<file path="config.mk">
export PLATFORM = sky130hd
export DESIGN_NAME = cubic_bezier_point_evaluator
export DESIGN_NICKNAME = d
export VERILOG_FILES = /design/src/sv/cbpe_pkg.sv /design/src/sv/cubic_bezier_point_evaluator.sv /design/src/sv/cbpe_eval.sv
export SDC_FILE = /design/constraint.sdc
export NUM_CORES = 1
export LEC_CHECK = 0
export BUFFER_PORTS_ARGS = -buffer_cell sky130_fd_sc_hd__buf_2
export CORE_MARGIN = 5
export CORE_UTILIZATION = 30
export DETAILED_ROUTE_END_ITERATION = 7
export PLACE_DENSITY = 0.44
export SYNTH_ARGS = -nofsm -noshare
export SYNTH_HDL_FRONTEND = slang
export SYNTH_SLANG_ARGS = --single-unit
export TNS_END_PERCENT = 1
</file>
<file path="constraint.sdc">
create_clock -name clock -period 12.2 [get_ports clock]
set_input_delay 0 -clock clock [delete_from_list [all_inputs] [get_ports clock]]
set_output_delay 0 -clock clock [all_outputs]
set_load 0.01 [all_outputs]
</file>
<file path="src/sv/cbpe_pkg.sv">
// Package for the cubic Bezier point evaluator.
// Holds sequencer state types, fixed field widths and reset constants.
// No dependencies; every other file imports it.
package cbpe_pkg;

   // Fixed widths of the interface fields.
   localparam int PIX_BITS      = 9;
   localparam int PARAM_T_BITS  = 17;
   localparam int OUT_BITS      = 16;
   localparam int OUT_FRAC_BITS = 7;

   // Width of one slice of the Horner value fed to the shared multiplier.
   localparam int LIMB_BITS = 16;

   // Largest result code; larger values saturate here.
   localparam logic [OUT_BITS-1:0] OUT_MAX = '1;

   // Reset values of the window height and the control point ring.
   localparam logic [PIX_BITS-1:0] WIN_HEIGHT_RESET = 9'd500;
   localparam logic [PIX_BITS-1:0] CTRL_X_RESET [4] = '{9'd100, 9'd200, 9'd300, 9'd400};
   localparam logic [PIX_BITS-1:0] CTRL_Y_RESET [4] = '{9'd200, 9'd50, 9'd120, 9'd350};

   // Input operation codes.
   localparam logic OP_CLICK = 1'b0;
   localparam logic OP_EVAL  = 1'b1;

   // Index of the last Horner step.
   localparam logic [1:0] LAST_STEP = 2'd2;

   // Sequencer of the shared multiply-accumulate unit.
   typedef enum logic [1:0] {
      EV_IDLE,
      EV_MUL,
      EV_DONE
   } eval_state_type;

   // Item-level control of the top level.
   typedef enum logic [1:0] {
      TOP_IDLE,
      TOP_EVAL_X,
      TOP_EVAL_Y,
      TOP_DELIVER
   } top_state_type;

endpackage

</file>
<file path="src/sv/cubic_bezier_point_evaluator.sv">
// Top level of the cubic Bezier point evaluator: control point ring, window height
// register, item sequencing and the result register. Depends on cbpe_pkg and cbpe_eval.
//
// A click transfer with left_press set stores the click (y flipped against window
// height, floored at zero) into the next slot of a four-point ring and gives no
// result. An evaluate transfer returns the curve point at t (Q1.16, clamped to 1.0)
// in Q9.7, rounded to nearest. Both coordinates, x and then y, go through one shared
// multiply-accumulate unit that runs Horner's rule slice by slice over
// NL = ceil((COORD_BITS + 3*T_FRAC_BITS) / 16) slices. The input is held while both
// passes run and is taken again as soon as the result sits in the output register,
// even while that result waits to be taken.
module cubic_bezier_point_evaluator
   import cbpe_pkg::*;
#(
   parameter int COORD_BITS  = 9,
   parameter int T_FRAC_BITS = 16
) (
   input  logic                    clock,
   input  logic                    reset,
   input  logic                    req_valid,
   output logic                    req_ready,
   input  logic                    req_op,
   input  logic                    req_left_press,
   input  logic [PIX_BITS-1:0]     req_click_x,
   input  logic [PIX_BITS-1:0]     req_click_y,
   input  logic [PARAM_T_BITS-1:0] req_param_t,
   output logic                    rsp_valid,
   input  logic                    rsp_ready,
   output logic [OUT_BITS-1:0]     rsp_point_x,
   output logic [OUT_BITS-1:0]     rsp_point_y,
   input  logic                    csr_write_en,
   input  logic [PIX_BITS-1:0]     csr_write_data
);

   localparam int TW  = T_FRAC_BITS + 1;
   localparam int CMW = (TW > PARAM_T_BITS) ? TW : PARAM_T_BITS;
   localparam logic [TW-1:0] T_ONE = {1'b1, {T_FRAC_BITS{1'b0}}};

   top_state_type          state_ff, state_in;
   logic [PIX_BITS-1:0]    win_h_ff, win_h_in;
   logic [COORD_BITS-1:0]  ctrl_x_ff [4];
   logic [COORD_BITS-1:0]  ctrl_x_in [4];
   logic [COORD_BITS-1:0]  ctrl_y_ff [4];
   logic [COORD_BITS-1:0]  ctrl_y_in [4];
   logic [1:0]             slot_ff, slot_in;
   logic [TW-1:0]          t_ff, t_in;
   logic [OUT_BITS-1:0]    x_res_ff, x_res_in;
   logic [OUT_BITS-1:0]    y_res_ff, y_res_in;
   logic [OUT_BITS-1:0]    rsp_x_ff, rsp_x_in;
   logic [OUT_BITS-1:0]    rsp_y_ff, rsp_y_in;
   logic                   rsp_valid_ff, rsp_valid_in;

   logic                   req_xfer;
   logic [PIX_BITS-1:0]    flip_y;
   logic                   sel_y;
   logic                   eval_start;
   logic                   eval_done;
   logic [OUT_BITS-1:0]    eval_result;
   logic [COORD_BITS-1:0]  pts_sel [4];

   assign req_ready = (state_ff == TOP_IDLE);
   assign req_xfer  = req_valid && req_ready;

   // Flip the click row into curve space, floored at zero.
   assign flip_y = (req_click_y > win_h_ff) ? '0 : win_h_ff - req_click_y;

   // The y points feed the unit from the cycle that starts the y pass.
   assign sel_y = (state_ff == TOP_EVAL_Y) || ((state_ff == TOP_EVAL_X) && eval_done);

   always_comb begin
      for (int i = 0; i < 4; i++) begin
         pts_sel[i] = sel_y ? ctrl_y_ff[i] : ctrl_x_ff[i];
      end
   end

   // Item sequencing, ring update and the result register.
   always_comb begin
      state_in     = state_ff;
      win_h_in     = csr_write_en ? csr_write_data : win_h_ff;
      ctrl_x_in    = ctrl_x_ff;
      ctrl_y_in    = ctrl_y_ff;
      slot_in      = slot_ff;
      t_in         = t_ff;
      x_res_in     = x_res_ff;
      y_res_in     = y_res_ff;
      rsp_x_in     = rsp_x_ff;
      rsp_y_in     = rsp_y_ff;
      rsp_valid_in = rsp_valid_ff && !rsp_ready;
      eval_start   = 1'b0;
      case (state_ff)
         TOP_IDLE: begin
            if (req_xfer) begin
               if (req_op == OP_EVAL) begin
                  t_in       = (CMW'(req_param_t) > CMW'(T_ONE)) ? T_ONE : TW'(req_param_t);
                  eval_start = 1'b1;
                  state_in   = TOP_EVAL_X;
               end else if (req_left_press) begin
                  ctrl_x_in[slot_ff] = COORD_BITS'(req_click_x);
                  ctrl_y_in[slot_ff] = COORD_BITS'(flip_y);
                  slot_in            = slot_ff + 2'd1;
               end
            end
         end
         TOP_EVAL_X: begin
            if (eval_done) begin
               x_res_in   = eval_result;
               eval_start = 1'b1;
               state_in   = TOP_EVAL_Y;
            end
         end
         TOP_EVAL_Y: begin
            if (eval_done) begin
               y_res_in = eval_result;
               state_in = TOP_DELIVER;
            end
         end
         TOP_DELIVER: begin
            if (!rsp_valid_ff || rsp_ready) begin
               rsp_x_in     = x_res_ff;
               rsp_y_in     = y_res_ff;
               rsp_valid_in = 1'b1;
               state_in     = TOP_IDLE;
            end
         end
         default: begin
            state_in = TOP_IDLE;
         end
      endcase
   end

   // Control state and the point ring reset to their defaults.
   always_ff @(posedge clock) begin
      if (reset) begin
         state_ff     <= TOP_IDLE;
         win_h_ff     <= WIN_HEIGHT_RESET;
         slot_ff      <= '0;
         rsp_valid_ff <= 1'b0;
         for (int i = 0; i < 4; i++) begin
            ctrl_x_ff[i] <= COORD_BITS'(CTRL_X_RESET[i]);
            ctrl_y_ff[i] <= COORD_BITS'(CTRL_Y_RESET[i]);
         end
      end else begin
         state_ff     <= state_in;
         win_h_ff     <= win_h_in;
         slot_ff      <= slot_in;
         rsp_valid_ff <= rsp_valid_in;
         ctrl_x_ff    <= ctrl_x_in;
         ctrl_y_ff    <= ctrl_y_in;
      end
   end

   // Payload registers.
   always_ff @(posedge clock) begin
      t_ff     <= t_in;
      x_res_ff <= x_res_in;
      y_res_ff <= y_res_in;
      rsp_x_ff <= rsp_x_in;
      rsp_y_ff <= rsp_y_in;
   end

   cbpe_eval #(
      .COORD_BITS  (COORD_BITS),
      .T_FRAC_BITS (T_FRAC_BITS)
   ) u_eval (
      .clock    (clock),
      .reset    (reset),
      .start_i  (eval_start),
      .t_i      (t_ff),
      .pts_i    (pts_sel),
      .done_o   (eval_done),
      .result_o (eval_result)
   );

   assign rsp_valid   = rsp_valid_ff;
   assign rsp_point_x = rsp_x_ff;
   assign rsp_point_y = rsp_y_ff;

endmodule

</file>
<file path="src/sv/cbpe_eval.sv">
// Iterative evaluator of one cubic Bezier coordinate by Horner's rule.
// One shared limb-by-t multiplier and one wide accumulator under a small sequencer.
// Depends on cbpe_pkg.
module cbpe_eval
   import cbpe_pkg::*;
#(
   parameter int COORD_BITS  = 9,
   parameter int T_FRAC_BITS = 16
) (
   input  logic                  clock,
   input  logic                  reset,
   input  logic                  start_i,
   input  logic [T_FRAC_BITS:0]  t_i,
   input  logic [COORD_BITS-1:0] pts_i [4],
   output logic                  done_o,
   output logic [OUT_BITS-1:0]   result_o
);

   // The exact sum fits in COORD_BITS + 3*T_FRAC_BITS bits; all work is modulo that.
   localparam int TW   = T_FRAC_BITS + 1;
   localparam int W    = COORD_BITS + 3 * T_FRAC_BITS;
   localparam int NL   = (W + LIMB_BITS - 1) / LIMB_BITS;
   localparam int LCW  = $clog2(NL);
   localparam int PW   = LIMB_BITS + TW;
   localparam int PSW  = NL * LIMB_BITS + PW;
   localparam int CW   = COORD_BITS + 4;
   localparam int SH   = 3 * T_FRAC_BITS - OUT_FRAC_BITS;
   localparam int RW   = W - SH;
   localparam int RXW  = (RW > OUT_BITS) ? RW : OUT_BITS + 1;
   localparam logic [W-1:0]   ROUND_HALF = W'(1) << (SH - 1);
   localparam logic [LCW-1:0] LAST_LIMB  = LCW'(NL - 1);

   eval_state_type        state_ff, state_in;
   logic [W-1:0]          h_ff, h_in;
   logic [W-1:0]          acc_ff, acc_in;
   logic [1:0]            step_ff, step_in;
   logic [LCW-1:0]        limb_ff, limb_in;

   logic signed [CW-1:0]  p0, p1, p2, p3;
   logic signed [CW-1:0]  d10, e012, d12;
   logic signed [CW-1:0]  a0, a1, a2, a3;
   logic [W-1:0]          a3_ext;
   logic [W-1:0]          term0, term1, term2;
   logic [NL*LIMB_BITS-1:0] h_pad;
   logic [LIMB_BITS-1:0]  limb;
   logic [PW-1:0]         prod;
   logic [W-1:0]          prod_sh;
   logic [W-1:0]          acc_sum;
   logic [W-1:0]          h_round;
   logic [RXW-1:0]        r_ext;

   // Power-basis coefficients: B(t) = a3 t^3 + a2 t^2 + a1 t + a0 with t scaled by one.
   always_comb begin
      p0   = $signed(CW'(pts_i[0]));
      p1   = $signed(CW'(pts_i[1]));
      p2   = $signed(CW'(pts_i[2]));
      p3   = $signed(CW'(pts_i[3]));
      d10  = p1 - p0;
      e012 = p0 - (p1 <<< 1) + p2;
      d12  = p1 - p2;
      a0   = p0;
      a1   = (d10 <<< 1) + d10;
      a2   = (e012 <<< 1) + e012;
      a3   = p3 - p0 + (d12 <<< 1) + d12;
   end

   // Constant terms added at the start of each Horner step, pre-scaled by powers of one.
   always_comb begin
      a3_ext = {{(W - CW){a3[CW-1]}}, a3};
      term0  = W'({{(W - CW){a2[CW-1]}}, a2} << T_FRAC_BITS);
      term1  = W'({{(W - CW){a1[CW-1]}}, a1} << (2 * T_FRAC_BITS));
      term2  = W'({{(W - CW){a0[CW-1]}}, a0} << (3 * T_FRAC_BITS));
   end

   // Shared multiplier: one slice of the Horner value times t, aligned into the accumulator.
   always_comb begin
      h_pad   = (NL * LIMB_BITS)'(h_ff);
      limb    = h_pad[limb_ff * LIMB_BITS +: LIMB_BITS];
      prod    = PW'(limb) * PW'(t_i);
      prod_sh = W'(PSW'(prod) << (limb_ff * LIMB_BITS));
      acc_sum = acc_ff + prod_sh;
   end

   // Sequencer: three Horner steps, each one multiply-accumulate per slice of the value.
   always_comb begin
      state_in = state_ff;
      h_in     = h_ff;
      acc_in   = acc_ff;
      step_in  = step_ff;
      limb_in  = limb_ff;
      case (state_ff)
         EV_IDLE, EV_DONE: begin
            if (start_i) begin
               h_in     = a3_ext;
               acc_in   = term0;
               step_in  = '0;
               limb_in  = '0;
               state_in = EV_MUL;
            end else begin
               state_in = EV_IDLE;
            end
         end
         EV_MUL: begin
            if (limb_ff == LAST_LIMB) begin
               limb_in = '0;
               h_in    = acc_sum;
               if (step_ff == LAST_STEP) begin
                  state_in = EV_DONE;
               end else begin
                  step_in = step_ff + 2'd1;
                  acc_in  = (step_ff == 2'd0) ? term1 : term2;
               end
            end else begin
               acc_in  = acc_sum;
               limb_in = limb_ff + LCW'(1);
            end
         end
         default: begin
            state_in = EV_IDLE;
         end
      endcase
   end

   always_ff @(posedge clock) begin
      if (reset) begin
         state_ff <= EV_IDLE;
      end else begin
         state_ff <= state_in;
      end
   end

   always_ff @(posedge clock) begin
      h_ff    <= h_in;
      acc_ff  <= acc_in;
      step_ff <= step_in;
      limb_ff <= limb_in;
   end

   // Round to nearest Q9.7 with ties up, then saturate to the result width.
   always_comb begin
      h_round  = h_ff + ROUND_HALF;
      r_ext    = RXW'(h_round[W-1:SH]);
      result_o = (|r_ext[RXW-1:OUT_BITS]) ? OUT_MAX : r_ext[OUT_BITS-1:0];
   end

   assign done_o = (state_ff == EV_DONE);

endmodule
</file>
---- Word level (Yosys, flattened, before mapping) ----
Index checks and enable logic that the tools add are counted.
operators by class
  bitwise logic cells ..................... 2
  reductions and logical operators ........ 24
  eq/ne operators ......................... 17
  muxes and demuxes ....................... 39
  shift-type cells ........................ 2
  multiply operators ...................... 1
  magnitude comparators ................... 4
  add/sub/neg operators ................... 15
operators with widths
  operator                                                count
  2-to-1 mux 57 bit                                       6
  one-hot mux 57 bit (2 select lines)                     2
  bitwise mux 36 bit                                      2
  variable part select 64 x 7 -> 16 bit                   1
  adder 57 x 41 -> 57 bit (second input constant)         1
  adder 57 bit                                            1
  left shift 33 x 6 -> 57 bit                             1
  2-to-1 mux 9 bit                                        6
  adder 13 bit                                            4
  multiplier 16 x 17 -> 33 bit                            1
  subtractor 9 x 9 -> 10 bit                              3
  2-to-1 mux 2 bit                                        11
  demux 9 bit (select 2 bit)                              1
  greater-than comparator 17 bit (second input constant)  1
  adder 13 x 10 -> 13 bit                                 1
  one-hot mux 2 bit (2 select lines)                      3
  subtractor 9 x 10 -> 11 bit                             1
  equality test 2 bit (second input constant)             5
  != test 2 bit (second input constant)                   5
  AND reduction 2 bit                                     5
  greater-than comparator 9 bit                           1
  AND reduction 3 bit                                     3
  subtractor 9 bit                                        1
  != test 2 x 1 -> 1 bit (second input constant)          4
  other kinds (18)                                        34
word-level totals
  input port bits ......................... 51
  logic and storage cells ................. 126
  output and inout port bits .............. 34
  bits in registers ....................... 287

---- Logic depth before layout (Yosys ltp) ----
  depth in word-level cells ............... 10
  gate-level depth with buffers ........... 42
  depth with buffers taken out ............ 37

---- Modules after synthesis ----
Synthesis repeated with hierarchy kept, for this count alone.
second synthesis, totals
  cell total of the unflattened synthesis .. 3017
  area, all modules ....................... 27956.8 um^2
modules (own cells, without submodules)
  module                        area each (um^2)  cells each  instances  seq. area each (um^2)
  cbpe_eval                     21227.9           2441        1          3583.4
  cubic_bezier_point_evaluator  6729.0            576         1          4154.0

---- Least setup slack after synthesis ----
No wires, ideal clock.
  path kind ............................... register to register
  start ................................... register u_eval.limb_ff[0]
  end ..................................... register u_eval.acc_ff[53] (data pin)
  slack ................................... 1.874 ns
  arrival time ............................ 10.058 ns
  required time ........................... 11.933 ns
  buffers on the path ..................... 5
  stages on the path, launching flop included .. 42
  cells stage by stage .................... edfxtp_1 -> clkbuf_1 -> buf_1 -> buf_1 -> mux2i_1 -> o21ai_1 -> clkbuf_1 -> nand2_1 -> fa_1 -> inv_1 -> fa_1 -> inv_1 -> fa_1 -> inv_1 -> fa_1 -> fa_1 -> inv_1 -> fa_1 -> (+6 left out) -> o31a_4 -> a31oi_4 -> o21bai_1 -> xnor2_1 -> mux2_2 -> nor2_1 -> ha_1 -> clkbuf_1 -> and3_1 -> and2_1 -> a221o_1 -> nor4_1 -> o41a_1 -> o21ai_1 -> a31o_2 -> a311oi_1 -> xor2_1 -> o22ai_1
between the ends
  longest elaborated chain between the ends .. 6
RTL lines
  item                                     line              source
  start: declaration                       cbpe_eval.sv:37   logic [LCW-1:0] limb_ff, limb_in;
  start signal: assignment                 cbpe_eval.sv:136  limb_ff <= limb_in;
  variable part select 64 x 7 -> 16 bit    cbpe_eval.sv:78   limb = h_pad[limb_ff * LIMB_BITS +: LIMB_BITS];
  multiplier 16 x 17 -> 33 bit             cbpe_eval.sv:79   prod = PW'(limb) * PW'(t_i);
  left shift 33 x 6 -> 57 bit              cbpe_eval.sv:80   prod_sh = W'(PSW'(prod) << (limb_ff * LIMB_BITS));
  adder 57 bit                             cbpe_eval.sv:81   acc_sum = acc_ff + prod_sh;
  2-to-1 mux 57 bit (*)                    cbpe_eval.sv:104  if (limb_ff == LAST_LIMB) begin
  one-hot mux 57 bit (2 select lines) (*)  cbpe_eval.sv:91   case (state_ff)
  named net u_eval.acc_in[53]              cbpe_eval.sv:35   logic [W-1:0] acc_ff, acc_in;
  end signal: assignment                   cbpe_eval.sv:134  acc_ff <= acc_in;
  end: declaration                         cbpe_eval.sv:35
The timed path passes the listed nets; every way through them passes the cells marked *.
A chain may end at the register's enable or synchronous reset.

---- Worst setup path in the final report ----
  start ................................... register u_eval.limb_ff[0]
  end ..................................... register u_eval.h_ff[53] (data pin)
between the ends
  longest elaborated chain between the ends .. 6
RTL lines
  item                                     line              source
  variable part select 64 x 7 -> 16 bit    cbpe_eval.sv:78
  multiplier 16 x 17 -> 33 bit             cbpe_eval.sv:79
  left shift 33 x 6 -> 57 bit (*)          cbpe_eval.sv:80
  adder 57 bit (*)                         cbpe_eval.sv:81
  2-to-1 mux 57 bit (*)                    cbpe_eval.sv:104
  one-hot mux 57 bit (2 select lines) (*)  cbpe_eval.sv:91
  named net u_eval.h_in[53]                cbpe_eval.sv:34   logic [W-1:0] h_ff, h_in;
  end signal: assignment                   cbpe_eval.sv:133  h_ff <= h_in;
  end: declaration                         cbpe_eval.sv:34
The timed path passes the listed nets; every way through them passes the cells marked *. The select of a mux whose other input is x is not followed.

==> implementation parameters <==
Parameter                              Value

Floorplan
  Standard-cell row count ... between 100 and 150
  CORE AREA ... just over 90000 µm²
  Number of placed I/O pins ... between 80 and 90
  Floorplan die height ... 314 µm
  Horizontal die dimension ... approximately 310 µm
  Die Footprint ... approximately 99000 µm²
  Initial core utilization ... a little under a third

Routing
  Detail-routed via count per cell ... approximately 5
  Total routed wirelength ... a little under 90 mm
  Vias after detailed routing ... about 22000
  Total iterations of the first detailed-routing run ... 6
  Post-DRT Antenna Nets ... 0
  DRC violations left ... 0
  DR iter-0 viols ... 1606
  Final routed wire length divided by cell count ... roughly 20 µm

CTS
  Max Root-Sink Buffers ... 3
  TritonCTS Buffers ... 39
  Worst-skew pair later-pin latency ... 0.57 ns
  Root buffer cell ... sky130_fd_sc_hd__clkbuf_16
  Clock tree from TritonCTS ... built
  Clock-pin slew on the worst setup and hold paths ... 0.06 ns
  Setup fix buffers added after clock tree synthesis ... 0
  CTS Sinks ... around 290
  Post-CTS resize count ... 0
  Number of buffers added to fix hold violations after cts ... 47
  Htree depth ... 2

Placed design
  Gpl congestion ... roughly 0.9
  Port Buffer Count ... 84
  Cell total after placement ... ~4200
  Detailed placement HPWL ... slightly below 70 mm
  Setup slack at placement ... approximately 1.2 ns

Yosys
  Total standard cell area after synthesis ... between 20000 and 30000 µm²
  Largest cells by area after synthesis ... sky130_fd_sc_hd__edfxtp_1, sky130_fd_sc_hd__fa_1, sky130_fd_sc_hd__ha_1, sky130_fd_sc_hd__dfxtp_1, sky130_fd_sc_hd__nand2_1
  Post-Syn Instances ... roughly 3000
  Nets in the synthesized netlist ... 3542
  Synthesis-stage register bit count ... approximately 290
  Commonest register cell after synthesis ... sky130_fd_sc_hd__edfxtp_1
  Yosys cell types ... between 70 and 80
  Largest area contributor in the netlist ... sky130_fd_sc_hd__edfxtp_1
  Fraction of post-synthesis cell area in the top cell type by area ... a little over a fifth
  Post-synthesis async set-or-reset flop share ... 0%
  Mean post-synth cell area ... around 9 µm²
  Number of flops mapped to enable cells by yosys ... 199
  Sequential fraction of the synthesis area ... 27.9%
  Number of warnings issued by yosys ... 0

Timing
  RSZ-0062 raised after global routing ... no
  Relative max-transition margin ... ~24%
  Minimum period implied by the final worst setup slack ... 11.10 ns
  Final number of max-transition violations ... 0
  Worst slew pin tran ... around 1.1 ns
  Final hold viol count ... 0
  Worst Skew ... between 0.015 and 0.02 ns
  Setup violations, final ... 0
  Final critical-path share of the clock period ... between 90% and 100%
  Setup tns final ... 0 ns
  Max Freq ... between 90 and 100 MHz
  Final worst-path setup slack ... between 1 and 1.5 ns

Cells and area
  Sequential cell area ... about 7700 µm²
  Layout area overhead ... 12.5%
  Non-filler cells in the finished layout ... roughly 4300
  Finished Core Util ... roughly a third
  Number of fill cells in the layout ... 9379
  Area of the multi-input gates ... 18200 µm²
  Total Nets Final ... roughly 3600
  Layout cell share with drive strength beyond 1 ... roughly 7.6%
  Number of inserted diodes ... 0

GRT
  Wire length of the first global-routing pass ... ~140 mm
  Maximum number of pins on one net before global-route repair ... 94
  Aggregate global-route resource usage ... about 18%
  Antenna violations before repair ... 1
  Remaining global-route overflow ... 0
  Via count of the first global-routing pass ... around 23000

Min path
  Worst hold-check path type ... in2reg

Critical path
  Most common cell on crit path ... sky130_fd_sc_hd__fa_1
  Worst endpoint data arrival time ... about 11 ns
  Worst Path Required ... ~12 ns
  Slowest cell on crit path ... sky130_fd_sc_hd__o21ai_1
  Crit path kind ... reg2reg
  Largest incremental delay on the critical path ... 0.58 ns
  Maximum fanout encountered on the critical timing path ... 45
  Kind of launch point of the worst setup path ... register
  CP Capture Type ... register

Flow run
  Max capacitance violation total ... 0

Outcome
  Run status ... complete, no violations
-- critical path: cells and delay by family, from the launching register on --
family / cells / cell delay (ns)
mux: 2 / 0.57
xor+xnor: 2 / 0.45
flops: 1 / 0.34
simple gates: 8 / 1.54
compound gates: 9 / 2.94
buf+inv: 5 / 1.02
fa+ha+maj: 8 / 3.88
-- cells in the final DEF (no fill, tap or decap), types with 16 or more instances in the layout --
cell,count
sky130_fd_sc_hd__nand2_1,371
sky130_fd_sc_hd__inv_1,344
sky130_fd_sc_hd__ha_1,258
sky130_fd_sc_hd__fa_1,227
sky130_fd_sc_hd__edfxtp_1,199
sky130_fd_sc_hd__a21oi_1,187
sky130_fd_sc_hd__o21ai_0,159
sky130_fd_sc_hd__nor2_1,156
sky130_fd_sc_hd__and2_1,141
sky130_fd_sc_hd__xnor2_1,95
sky130_fd_sc_hd__dfxtp_1,88
sky130_fd_sc_hd__buf_2,84
sky130_fd_sc_hd__a21o_1,60
sky130_fd_sc_hd__xor2_1,57
sky130_fd_sc_hd__nor2b_1,49
sky130_fd_sc_hd__dlygate4sd3_1,47
sky130_fd_sc_hd__mux2i_1,40
sky130_fd_sc_hd__clkbuf_16,40
sky130_fd_sc_hd__nand3_1,30
sky130_fd_sc_hd__o22ai_1,30
sky130_fd_sc_hd__o21a_1,27
sky130_fd_sc_hd__nand4_1,25
sky130_fd_sc_hd__nor3_1,24
sky130_fd_sc_hd__buf_4,24
sky130_fd_sc_hd__nand3b_1,22
sky130_fd_sc_hd__a211oi_1,21
sky130_fd_sc_hd__o21bai_1,20
sky130_fd_sc_hd__mux2_2,19
sky130_fd_sc_hd__and3_1,18
sky130_fd_sc_hd__nand2b_1,16
-- path summary, 6_finish.rpt --
kind,start,to,slack (ns),cells after the start
min reg2reg,y_res_ff[14]$_DFFE_PP_,rsp_point_y[14]$_DFFE_PP_,0.42,0
max,u_eval.limb_ff[0]$_SDFFCE_PN0P_,u_eval.h_ff[53]$_DFFE_PP_,1.10,34
min,req_click_y[0],ctrl_y_ff[9]$_SDFFE_PP0P_,0.09,5
max reg2reg,u_eval.limb_ff[0]$_SDFFCE_PN0P_,u_eval.h_ff[53]$_DFFE_PP_,1.10,34
-- per-layer routing --
layer	GRT usage, %	up-vias	part of all wire, %
li1	-	10366	-
met1	24.7	10851	47
met2	29.3	449	46
met3	1.67	89	3.9
met4	4.31	0	2.5
met5	0	-	0
-- area by class of cell --
type | count | share of cell area [%]
Clock buffer | 48 | 3.43
Clock inverter | 24 | 0.885
Inverter | 344 | 4.13
Multi-Input combinational cell | 2241 | 58.4
Sequential cell | 287 | 24.8
Tap cell | 1243 | 4.98
Timing Repair Buffer | 155 | 3.43
-- synthesized netlist by cell type (all sizes together) (10+ instances only) --
library cell / instances
and2: 143
nand4: 25
buf: 16
inv: 344
dfxtp: 88
xnor2: 95
a211o: 11
and3: 18
mux2i: 41
nand3b: 22
nor4: 11
o22ai: 30
o211ai: 14
nand2: 372
a21boi: 12
nor2b: 52
clkbuf: 118
a21o: 61
nand2b: 17
a21oi: 187
nor3: 24
nor2: 158
o221ai: 10
fa: 227
o21a: 27
o21bai: 20
mux2: 19
edfxtp: 199
a31oi: 13
a211oi: 21
nand3: 30
ha: 258
xor2: 58
o21ai: 175
-- flip-flops by register name, summed over array words and instances, names as in the netlist, 16 cells and up --
register / cells
rsp_point_x: 16
ctrl_x_ff: 36
y_res_ff: 16
ctrl_y_ff: 36
u_eval.h_ff: 57
t_ff: 17
u_eval.acc_ff: 57
x_res_ff: 16
rsp_point_y: 16
-- metrics by stage --
step	area (µm²)	hold slack [ns]
after floorplan	27800	0.118
after global placement	29400	0.202
after detailed placement	29400	0.210
after CTS	31200	0.0870
after global routing	31200	0.149
final	31200	0.0925
-- cells by family (layout without fill, tap and decap cells) --
group           after synthesis  count (layout)  share of synthesized area (%)
buf+inv                     478             571                           6.51
mux                          69              69                           2.99
xor+xnor                    153             153                           4.85
fa+ha+maj                   485             485                           28.0
simple gates                896             896                           15.4
compound gates              638             638                           14.3
flops                       287             287                           27.9
Power is left out: the tool's default activity adds up to more than one toggle a clock period on the data nets, which glitch-free logic cannot reach.
